[config.mk]
export PLATFORM = sky130hd
export DESIGN_NAME = xxh_ctrl
export DESIGN_NICKNAME = d
export VERILOG_FILES = /design/src/sv/xxh_pkg.sv /design/src/sv/xxh_ctrl.sv
export SDC_FILE = /design/constraint.sdc
export NUM_CORES = 1
export LEC_CHECK = 0
export ABC_CLOCK_PERIOD_IN_PS = 1700
export BUFFER_PORTS_ARGS = -buffer_cell sky130_fd_sc_hd__buf_2
export CAP_MARGIN = 0
export CORE_MARGIN = 2
export CORE_UTILIZATION = 53
export CTS_CLUSTER_SIZE = 10
export DETAILED_ROUTE_END_ITERATION = 16
export GPL_TIMING_DRIVEN = 0
export PLACE_DENSITY_LB_ADDON = 0.08
export SYNTH_ARGS = -nofsm -noshare
export SYNTH_HDL_FRONTEND = slang
export SYNTH_SLANG_ARGS = --single-unit
[constraint.sdc]
create_clock -name clock -period 1.7 [get_ports clock]
set_input_delay 0.34 -clock clock [delete_from_list [all_inputs] [get_ports clock]]
set_output_delay 0.34 -clock clock [all_outputs]
set_load 0.01 [all_outputs]
[src/sv/xxh_pkg.sv]
// Shared types, constants and helpers of the XXH64 stream hash.
`default_nettype none
package xxh_pkg;

   typedef logic [63:0] word_type;

   // XXH64 primes
   localparam word_type XXH_PRIME1 = 64'h9E3779B185EBCA87;
   localparam word_type XXH_PRIME2 = 64'hC2B2AE3D27D4EB4F;
   localparam word_type XXH_PRIME3 = 64'h165667B19E3779F9;
   localparam word_type XXH_PRIME4 = 64'h85EBCA77C2B2AE63;
   localparam word_type XXH_PRIME5 = 64'h27D4EB2F165667C5;

   // Datapath operations issued by the controller
   typedef enum logic [4:0] {
      OP_NONE,
      OP_CAPTURE,
      OP_BUFFER,
      OP_ROUND_IN,
      OP_RND_ACC,
      OP_RND_WB,
      OP_STRIPE_END,
      OP_SEED5,
      OP_MERGE1,
      OP_MERGE2,
      OP_FOLD_IN,
      OP_ROT31,
      OP_MIXH,
      OP_ADD4,
      OP_ADD_LEN,
      OP_TAIL_WORD,
      OP_MIX27,
      OP_QUAD_IN,
      OP_QUAD_MIX,
      OP_ADD3,
      OP_BYTE_IN,
      OP_BYTE_MIX,
      OP_TAKE,
      OP_AVA1,
      OP_AVA2,
      OP_EMIT
   } dp_op_type;

   typedef struct packed {
      dp_op_type  op;
      logic [2:0] idx;
   } dp_cmd_type;

   typedef struct packed {
      logic [1:0] pos;
      logic       seen;
      logic       last;
      logic [3:0] cnt;
      logic       mul_busy;
      logic       out_free;
   } dp_status_type;

   // Rotate left by a non-zero amount
   function automatic word_type rotl64(input word_type v, input logic [5:0] s);
      return (v << s) | (v >> (7'd64 - {1'b0, s}));
   endfunction

endpackage
`default_nettype wire

[src/sv/xxh_ctrl.sv]
// Controller: sequences word intake, stripe rounds and finalisation.
`default_nettype none
module xxh_ctrl (
   input  logic                   clock,
   input  logic                   reset,
   input  logic                   req_valid,
   output logic                   req_ready,
   input  xxh_pkg::dp_status_type status,
   output xxh_pkg::dp_cmd_type    cmd
);
   import xxh_pkg::*;

   typedef enum logic [4:0] {
      S_IDLE, S_DECIDE, S_BUFFER,
      S_RND_IN, S_RND_ACC, S_RND_WB, S_STRIPE_END,
      S_FIN_START, S_SEED5, S_MERGE1, S_MERGE2,
      S_FOLD_IN, S_FOLD_ROT, S_FOLD_MIX, S_FOLD_ADD,
      S_ADD_LEN, S_TAIL_SEL, S_TAIL_IN, S_TAIL_ROT, S_TAIL_MIX, S_TAIL_ADD,
      S_QUAD_IN, S_QUAD_MIX, S_QUAD_ADD,
      S_BYTE_SEL, S_BYTE_IN, S_BYTE_MIX, S_BYTE_TAKE,
      S_AVA1, S_AVA2, S_EMIT, S_WAIT
   } state_type;

   state_type  state_ff;
   state_type  state_in;
   state_type  ret_ff;
   state_type  ret_in;
   logic [2:0] idx_ff;
   logic [2:0] idx_in;
   dp_op_type  op;

   // Next state and command
   always_comb begin
      state_in = state_ff;
      ret_in   = ret_ff;
      idx_in   = idx_ff;
      op       = OP_NONE;
      case (state_ff)
         S_IDLE: begin
            if (req_valid) begin
               op       = OP_CAPTURE;
               state_in = S_DECIDE;
            end
         end
         S_DECIDE: begin
            idx_in = 3'd0;
            if (status.pos == 2'd3 && status.cnt == 4'd8) state_in = S_RND_IN;
            else if (!status.last)                        state_in = S_BUFFER;
            else                                          state_in = S_FIN_START;
         end
         S_BUFFER: begin
            op       = OP_BUFFER;
            state_in = S_IDLE;
         end
         // Lane rounds over a full stripe
         S_RND_IN: begin
            op       = OP_ROUND_IN;
            ret_in   = S_RND_ACC;
            state_in = S_WAIT;
         end
         S_RND_ACC: begin
            op       = OP_RND_ACC;
            ret_in   = S_RND_WB;
            state_in = S_WAIT;
         end
         S_RND_WB: begin
            op = OP_RND_WB;
            if (idx_ff == 3'd3) begin
               state_in = S_STRIPE_END;
            end else begin
               idx_in   = idx_ff + 3'd1;
               state_in = S_RND_IN;
            end
         end
         S_STRIPE_END: begin
            op       = OP_STRIPE_END;
            state_in = status.last ? S_FIN_START : S_IDLE;
         end
         // Accumulator start: merged lanes or seed
         S_FIN_START: begin
            idx_in   = 3'd0;
            state_in = status.seen ? S_MERGE1 : S_SEED5;
         end
         S_SEED5: begin
            op       = OP_SEED5;
            state_in = S_ADD_LEN;
         end
         S_MERGE1: begin
            op       = OP_MERGE1;
            state_in = S_MERGE2;
         end
         S_MERGE2: begin
            op       = OP_MERGE2;
            state_in = S_FOLD_IN;
         end
         S_FOLD_IN: begin
            op       = OP_FOLD_IN;
            ret_in   = S_FOLD_ROT;
            state_in = S_WAIT;
         end
         S_FOLD_ROT: begin
            op       = OP_ROT31;
            ret_in   = S_FOLD_MIX;
            state_in = S_WAIT;
         end
         S_FOLD_MIX: begin
            op       = OP_MIXH;
            ret_in   = S_FOLD_ADD;
            state_in = S_WAIT;
         end
         S_FOLD_ADD: begin
            op = OP_ADD4;
            if (idx_ff == 3'd3) begin
               state_in = S_ADD_LEN;
            end else begin
               idx_in   = idx_ff + 3'd1;
               state_in = S_FOLD_IN;
            end
         end
         S_ADD_LEN: begin
            op       = OP_ADD_LEN;
            idx_in   = 3'd0;
            state_in = S_TAIL_SEL;
         end
         // Tail: buffered words, full last word, 4-byte piece, single bytes
         S_TAIL_SEL: begin
            if (idx_ff < {1'b0, status.pos} || status.cnt == 4'd8) begin
               state_in = S_TAIL_IN;
            end else if (status.cnt >= 4'd4) begin
               state_in = S_QUAD_IN;
            end else begin
               idx_in   = 3'd0;
               state_in = S_BYTE_SEL;
            end
         end
         S_TAIL_IN: begin
            op       = (idx_ff < {1'b0, status.pos}) ? OP_ROUND_IN : OP_TAIL_WORD;
            ret_in   = S_TAIL_ROT;
            state_in = S_WAIT;
         end
         S_TAIL_ROT: begin
            op       = OP_ROT31;
            ret_in   = S_TAIL_MIX;
            state_in = S_WAIT;
         end
         S_TAIL_MIX: begin
            op       = OP_MIX27;
            ret_in   = S_TAIL_ADD;
            state_in = S_WAIT;
         end
         S_TAIL_ADD: begin
            op = OP_ADD4;
            if (idx_ff < {1'b0, status.pos}) begin
               idx_in   = idx_ff + 3'd1;
               state_in = S_TAIL_SEL;
            end else begin
               state_in = S_AVA1;
            end
         end
         S_QUAD_IN: begin
            op       = OP_QUAD_IN;
            ret_in   = S_QUAD_MIX;
            state_in = S_WAIT;
         end
         S_QUAD_MIX: begin
            op       = OP_QUAD_MIX;
            ret_in   = S_QUAD_ADD;
            state_in = S_WAIT;
         end
         S_QUAD_ADD: begin
            op       = OP_ADD3;
            idx_in   = 3'd4;
            state_in = S_BYTE_SEL;
         end
         S_BYTE_SEL: begin
            state_in = ({1'b0, idx_ff} < status.cnt) ? S_BYTE_IN : S_AVA1;
         end
         S_BYTE_IN: begin
            op       = OP_BYTE_IN;
            ret_in   = S_BYTE_MIX;
            state_in = S_WAIT;
         end
         S_BYTE_MIX: begin
            op       = OP_BYTE_MIX;
            ret_in   = S_BYTE_TAKE;
            state_in = S_WAIT;
         end
         S_BYTE_TAKE: begin
            op       = OP_TAKE;
            idx_in   = idx_ff + 3'd1;
            state_in = S_BYTE_SEL;
         end
         // Final avalanche
         S_AVA1: begin
            op       = OP_AVA1;
            ret_in   = S_AVA2;
            state_in = S_WAIT;
         end
         S_AVA2: begin
            op       = OP_AVA2;
            ret_in   = S_EMIT;
            state_in = S_WAIT;
         end
         S_EMIT: begin
            if (status.out_free) begin
               op       = OP_EMIT;
               state_in = S_IDLE;
            end
         end
         S_WAIT: begin
            if (!status.mul_busy) state_in = ret_ff;
         end
         default: state_in = S_IDLE;
      endcase
   end

   always_ff @(posedge clock) begin
      if (reset) begin
         state_ff <= S_IDLE;
         ret_ff   <= S_IDLE;
         idx_ff   <= 3'd0;
      end else begin
         state_ff <= state_in;
         ret_ff   <= ret_in;
         idx_ff   <= idx_in;
      end
   end

   assign req_ready = (state_ff == S_IDLE);
   assign cmd.op    = op;
   assign cmd.idx   = idx_ff;

   assert property (@(posedge clock) disable iff (reset)
      state_ff == S_WAIT |-> ret_ff != S_WAIT && ret_ff != S_IDLE)
      else $error("wait state without a return point");
   assert property (@(posedge clock) disable iff (reset)
      (state_ff == S_WAIT && status.mul_busy) |=> state_ff == S_WAIT)
      else $error("left wait while multiplier busy");
   assert property (@(posedge clock) disable iff (reset)
      (state_ff == S_STRIPE_END) |-> idx_ff == 3'd3)
      else $error("stripe closed before all lanes updated");

endmodule
`default_nettype wire

---- Word level (Yosys, flattened, before mapping) ----
Cells that the tools add are included.
operators by class
  add/subtract/negate cells ............... 1
  magnitude comparators ................... 3
  eq/ne operators ......................... 41
  muxes and demuxes ....................... 24
  reductions and logical operators ........ 13
operators with widths
  operator                                                                count
  5-bit case mux with 25 select lines                                     1
  5-bit case mux with 18 select lines                                     1
  5-bit == test (second input constant)                                   16
  5-bit case mux with 14 select lines                                     1
  5-bit by 4-bit == test with 1-bit output (second input constant)        8
  3-bit two-way mux                                                       10
  5-bit by 3-bit == test with 1-bit output (second input constant)        4
  5-bit two-way mux                                                       4
  3-bit case mux with 6 select lines                                      1
  4-bit two-way mux                                                       4
  2-bit inequality test (second input constant)                           7
  14-bit nonzero test                                                     1
  14-bit OR reduction                                                     1
  5-bit by 2-bit == test with 1-bit output (second input constant)        2
  2-bit OR reduction                                                      4
  6-bit nonzero test                                                      1
  5-bit by 1-bit == test with 1-bit output (second input constant)        1
  5-bit zero test                                                         1
  5-bit AND reduction                                                     1
  4-bit == test (second input constant)                                   1
  4-bit by 3-bit >= comparator with 1-bit output (second input constant)  1
  3-bit by 4-bit less-than comparator with 1-bit output                   1
  3-bit by 1-bit adder with 3-bit output (second input constant)          1
  3-bit by 2-bit == test with 1-bit output (second input constant)        1
  7 further kinds                                                         8
storage, ports and cells
  register bits ........................... 13
  output and inout port bits .............. 9

---- Logic depth before layout (Yosys ltp) ----
  depth in word-level cells ............... 4
  depth in mapped cells ................... 8
  mapped depth without buffers ............ 6

---- Worst setup path before layout ----
No wires, ideal clock.
  path kind ............................... register to output
  from .................................... register state_ff[0]
  to ...................................... output port cmd[7] in the netlist's numbering
  arrival ................................. 1.694 ns
  data required time ...................... 1.360 ns
  setup slack ............................. -0.334 ns
  stages on the path, launching flop included .. 6
  cell sequence ........................... dfxtp_1 > buf_2 > buf_2 > buf_2 > nor2_1 > a2111oi_0
RTL lines
  what                    RTL line         RTL
  from (decl)             xxh_ctrl.sv:24   state_type state_ff;
  from (signal assigned)  xxh_ctrl.sv:223  state_ff <= state_in;
  to (decl)               xxh_ctrl.sv:9    output xxh_pkg::dp_cmd_type cmd

==> flow_metrics.env <==
export IMPL_hold_buffers=0
export IMPL_maxSlewViolCount=0
export IMPL_grt_busiest_layer="met2"
export IMPL_fmax_mhz=484
export IMPL_yosysSeqAreaShare_pct=15.7
export IMPL_gp_congestion=0.945
export IMPL_min_from="reset"
export IMPL_rsz0062_at_grt="yes"
export IMPL_first_pass_iters=6
export IMPL_grt_pass1_wl_um=10400
export IMPL_yosys_top_cells_count="27 x a21oi_1, 21 x nor2_1, 20 x nand2_1, 20 x o21ai_0"
export IMPL_grt_ovfl_total=0
export IMPL_p_leak_nw=1.06
export IMPL_relSlewSlack_pct=65.1
export IMPL_die_area_mm2=0.00358
export IMPL_layout_min_cycle_time_ns=2.07
export IMPL_n_antenna_cell=0
export IMPL_setup_ws_ns=-0.365
export IMPL_fin_crit_sh_pct=121
export IMPL_cts_sinks=13
export IMPL_synth_net_count=262
export IMPL_start_util_pct=55.0
export IMPL_crit_type="flip-flop to primary output"
export IMPL_rr_endpoint="idx_ff[2]"
export IMPL_hold_depth=4
export IMPL_synth_top_area_share_pct=15.7
export IMPL_syn_avg_cell_area_um2=6.77
export IMPL_vias=2423
export IMPL_synth_area_leaders="dfxtp_1 16%, a21oi_1 8.2%, o21ai_0 6.1%"
export IMPL_cts_buffer_depth=2
export IMPL_cts_tree="yes"
export IMPL_ys_ff_latch=13
export IMPL_clk_latency_ns=0.30
export IMPL_cp_max_fo=10
export IMPL_finClkSkew_ns=0.0212
export IMPL_async_flop_share_pct=0
export IMPL_synth_cells=244
export IMPL_grt_max_degree=11
export IMPL_die_h_um=59.8
export IMPL_hold_violations=0
export IMPL_min_to="idx_ff[0]"
export IMPL_multi_input_area_mm2=0.00156
export IMPL_p_per_area_mw_per_mm2=1920
export IMPL_r2r_start="state_ff[1]"
export IMPL_ys_warnings_count=0
export IMPL_synth_edf_count=0
export IMPL_holdCritPathClass="input pin to flip-flop"
export IMPL_yosys_area_top_type="dfxtp_1"
export IMPL_drt_iter0_markers=293
export IMPL_drtAntennaViolNets=0
export IMPL_seqCellArea_um2=279
export IMPL_synthFlopType="dfxtp_1"
export IMPL_grt_pass1_vias=2159
export IMPL_required_ns=1.36
export IMPL_start_kind="flip-flop"
export IMPL_clk_pin_slew_ns=0.11
export IMPL_core_mm2=0.00300
export IMPL_outcome="finished with violations"
export IMPL_antenna_found_initial=0
export IMPL_violations="negative setup slack"
export IMPL_fp_dieW_um=59.8
export IMPL_r2r_slack_ns=-0.19
export IMPL_setup_viol=12
export IMPL_viasPerCell=7.21
export IMPL_cp_arrival_ns=1.73
export IMPL_end_kind="primary output"
export IMPL_drive_above_1_share_pct=45.2
export IMPL_rows=20
export IMPL_io_buffers=21
export IMPL_yosysMostFrequentCell="a21oi_1"
export IMPL_vdd_ir_drop_max_mv=1.05
export IMPL_worstMarginPinSlew_ns=0.523
export IMPL_layout_nets=322
export IMPL_grt_usage_pct=38.8
export IMPL_syn_cell_area_mm2=0.00165
export IMPL_clock_root_buffer="clkbuf_4"
export IMPL_max_cap_violations=0
export IMPL_cts_htree_levels=1
export IMPL_tns_ns=-2.60
export IMPL_n_fill_cell=152
export IMPL_dp_final_hpwl_um=4050
export IMPL_synth_cell_types=60
export IMPL_fin_hold_ws_ns=0.396
export IMPL_grt_use_met2_pct=59.9
export IMPL_wl_per_cell_um=22.8
export IMPL_met1_usage_pct=52.9
export IMPL_area_delta_synth_final_pct=57.3
export IMPL_r2r_cells=8
export IMPL_grt_use_met3_pct=6.28
export IMPL_io_pins=22
export IMPL_wirelength_um=7660
export IMPL_drt_drc_violations_left=0
export IMPL_cts_buffers=3
-- logic make-up after synthesis --
group	count (synthesis)	share of synthesized area, %
compound gates	91	36.3
flops	13	15.7
buf+inv	34	9.77
mux	3	1.89
xor+xnor	1	0.530
simple gates	97	31.9
fa+ha+maj	5	3.79
-- final cells by class --
cell class | count | area share, %
multi-input combinational | 197 | 59.9
sequential | 13 | 10.7
clock buffer | 4 | 1.01
inverter | 14 | 2.45
buffer | 18 | 7.60
tap | 33 | 1.59
timing repair buffer | 57 | 16.7
-- worst max path at each step --
stage	start	endpoint	slack, ns
floorplan	state_ff[0]	cmd[7]	-0.01
global placement	state_ff[0]	cmd[6]	-0.44
finish	state_ff[0]	cmd[4]	-0.37
detailed placement	state_ff[0]	cmd[6]	-0.41
CTS	state_ff[1]	cmd[3]	-0.31
global route	state_ff[0]	cmd[4]	-0.37
-- per-stage QoR --
stage	setup WS (ns)	instance area, um^2	cells	power, mW	utilization [%]
2_1_floorplan	-0.0144	1700	244	2.38	-
3_3_place_gp	-0.440	1850	298	3.01	61.6
4_1_cts	-0.307	2380	328	4.19	79.3
5_1_grt	-0.367	2600	336	5.15	86.6
6_report	-0.365	2600	336	5.00	86.6
3_5_place_dp	-0.408	1850	298	3.01	61.6
-- registers in the layout, indices dropped and copies added (netlist names) --
register,cells
idx_ff,3
ret_ff,5
state_ff,5
-- placed cells by master (no fill, tap or decap), drive strengths merged, types with 9 or more instances in the layout --
master and count:
a21oi 27, buf 73, dfxtp 13, inv 13, nand2 20, nand2b 10
nor2 21, nor2b 9, nor3 12, o21ai 21
-- where the power goes --
group / internal [mW] / switching [mW]
clock: 0.0912 / 0.128
sequential: 0.434 / 0.131
combinational: 1.93 / 2.29
total: 2.45 / 2.55
-- worst max-delay path, stage by stage (launching register included) --
cell and delay [ns]:
dfxtp_4 0.37, buf_6 0.15, buf_8 0.16, buf_6 0.15
nand2_1 0.06, a21oi_1 0.19, a211oi_2 0.06, o22ai_1 0.12
buf_2 0.15
-- per-layer routing --
layer | vias to the layer above | routed length (um)
met1 | 1108 | 2920
li1 | 1020 | -
met4 | 0 | 467
met2 | 226 | 3370
met5 | - | 0
met3 | 69 | 898
-- what timing repair did --
item | in CTS | in global routing
setup endpoints to repair | 18 | 15
pin swaps | 25 | 13
gates resized for setup | 80 | 40
cloned | 1 | 0
buffers inserted | 25 | 10
Power figures use the tool's default switching activity.
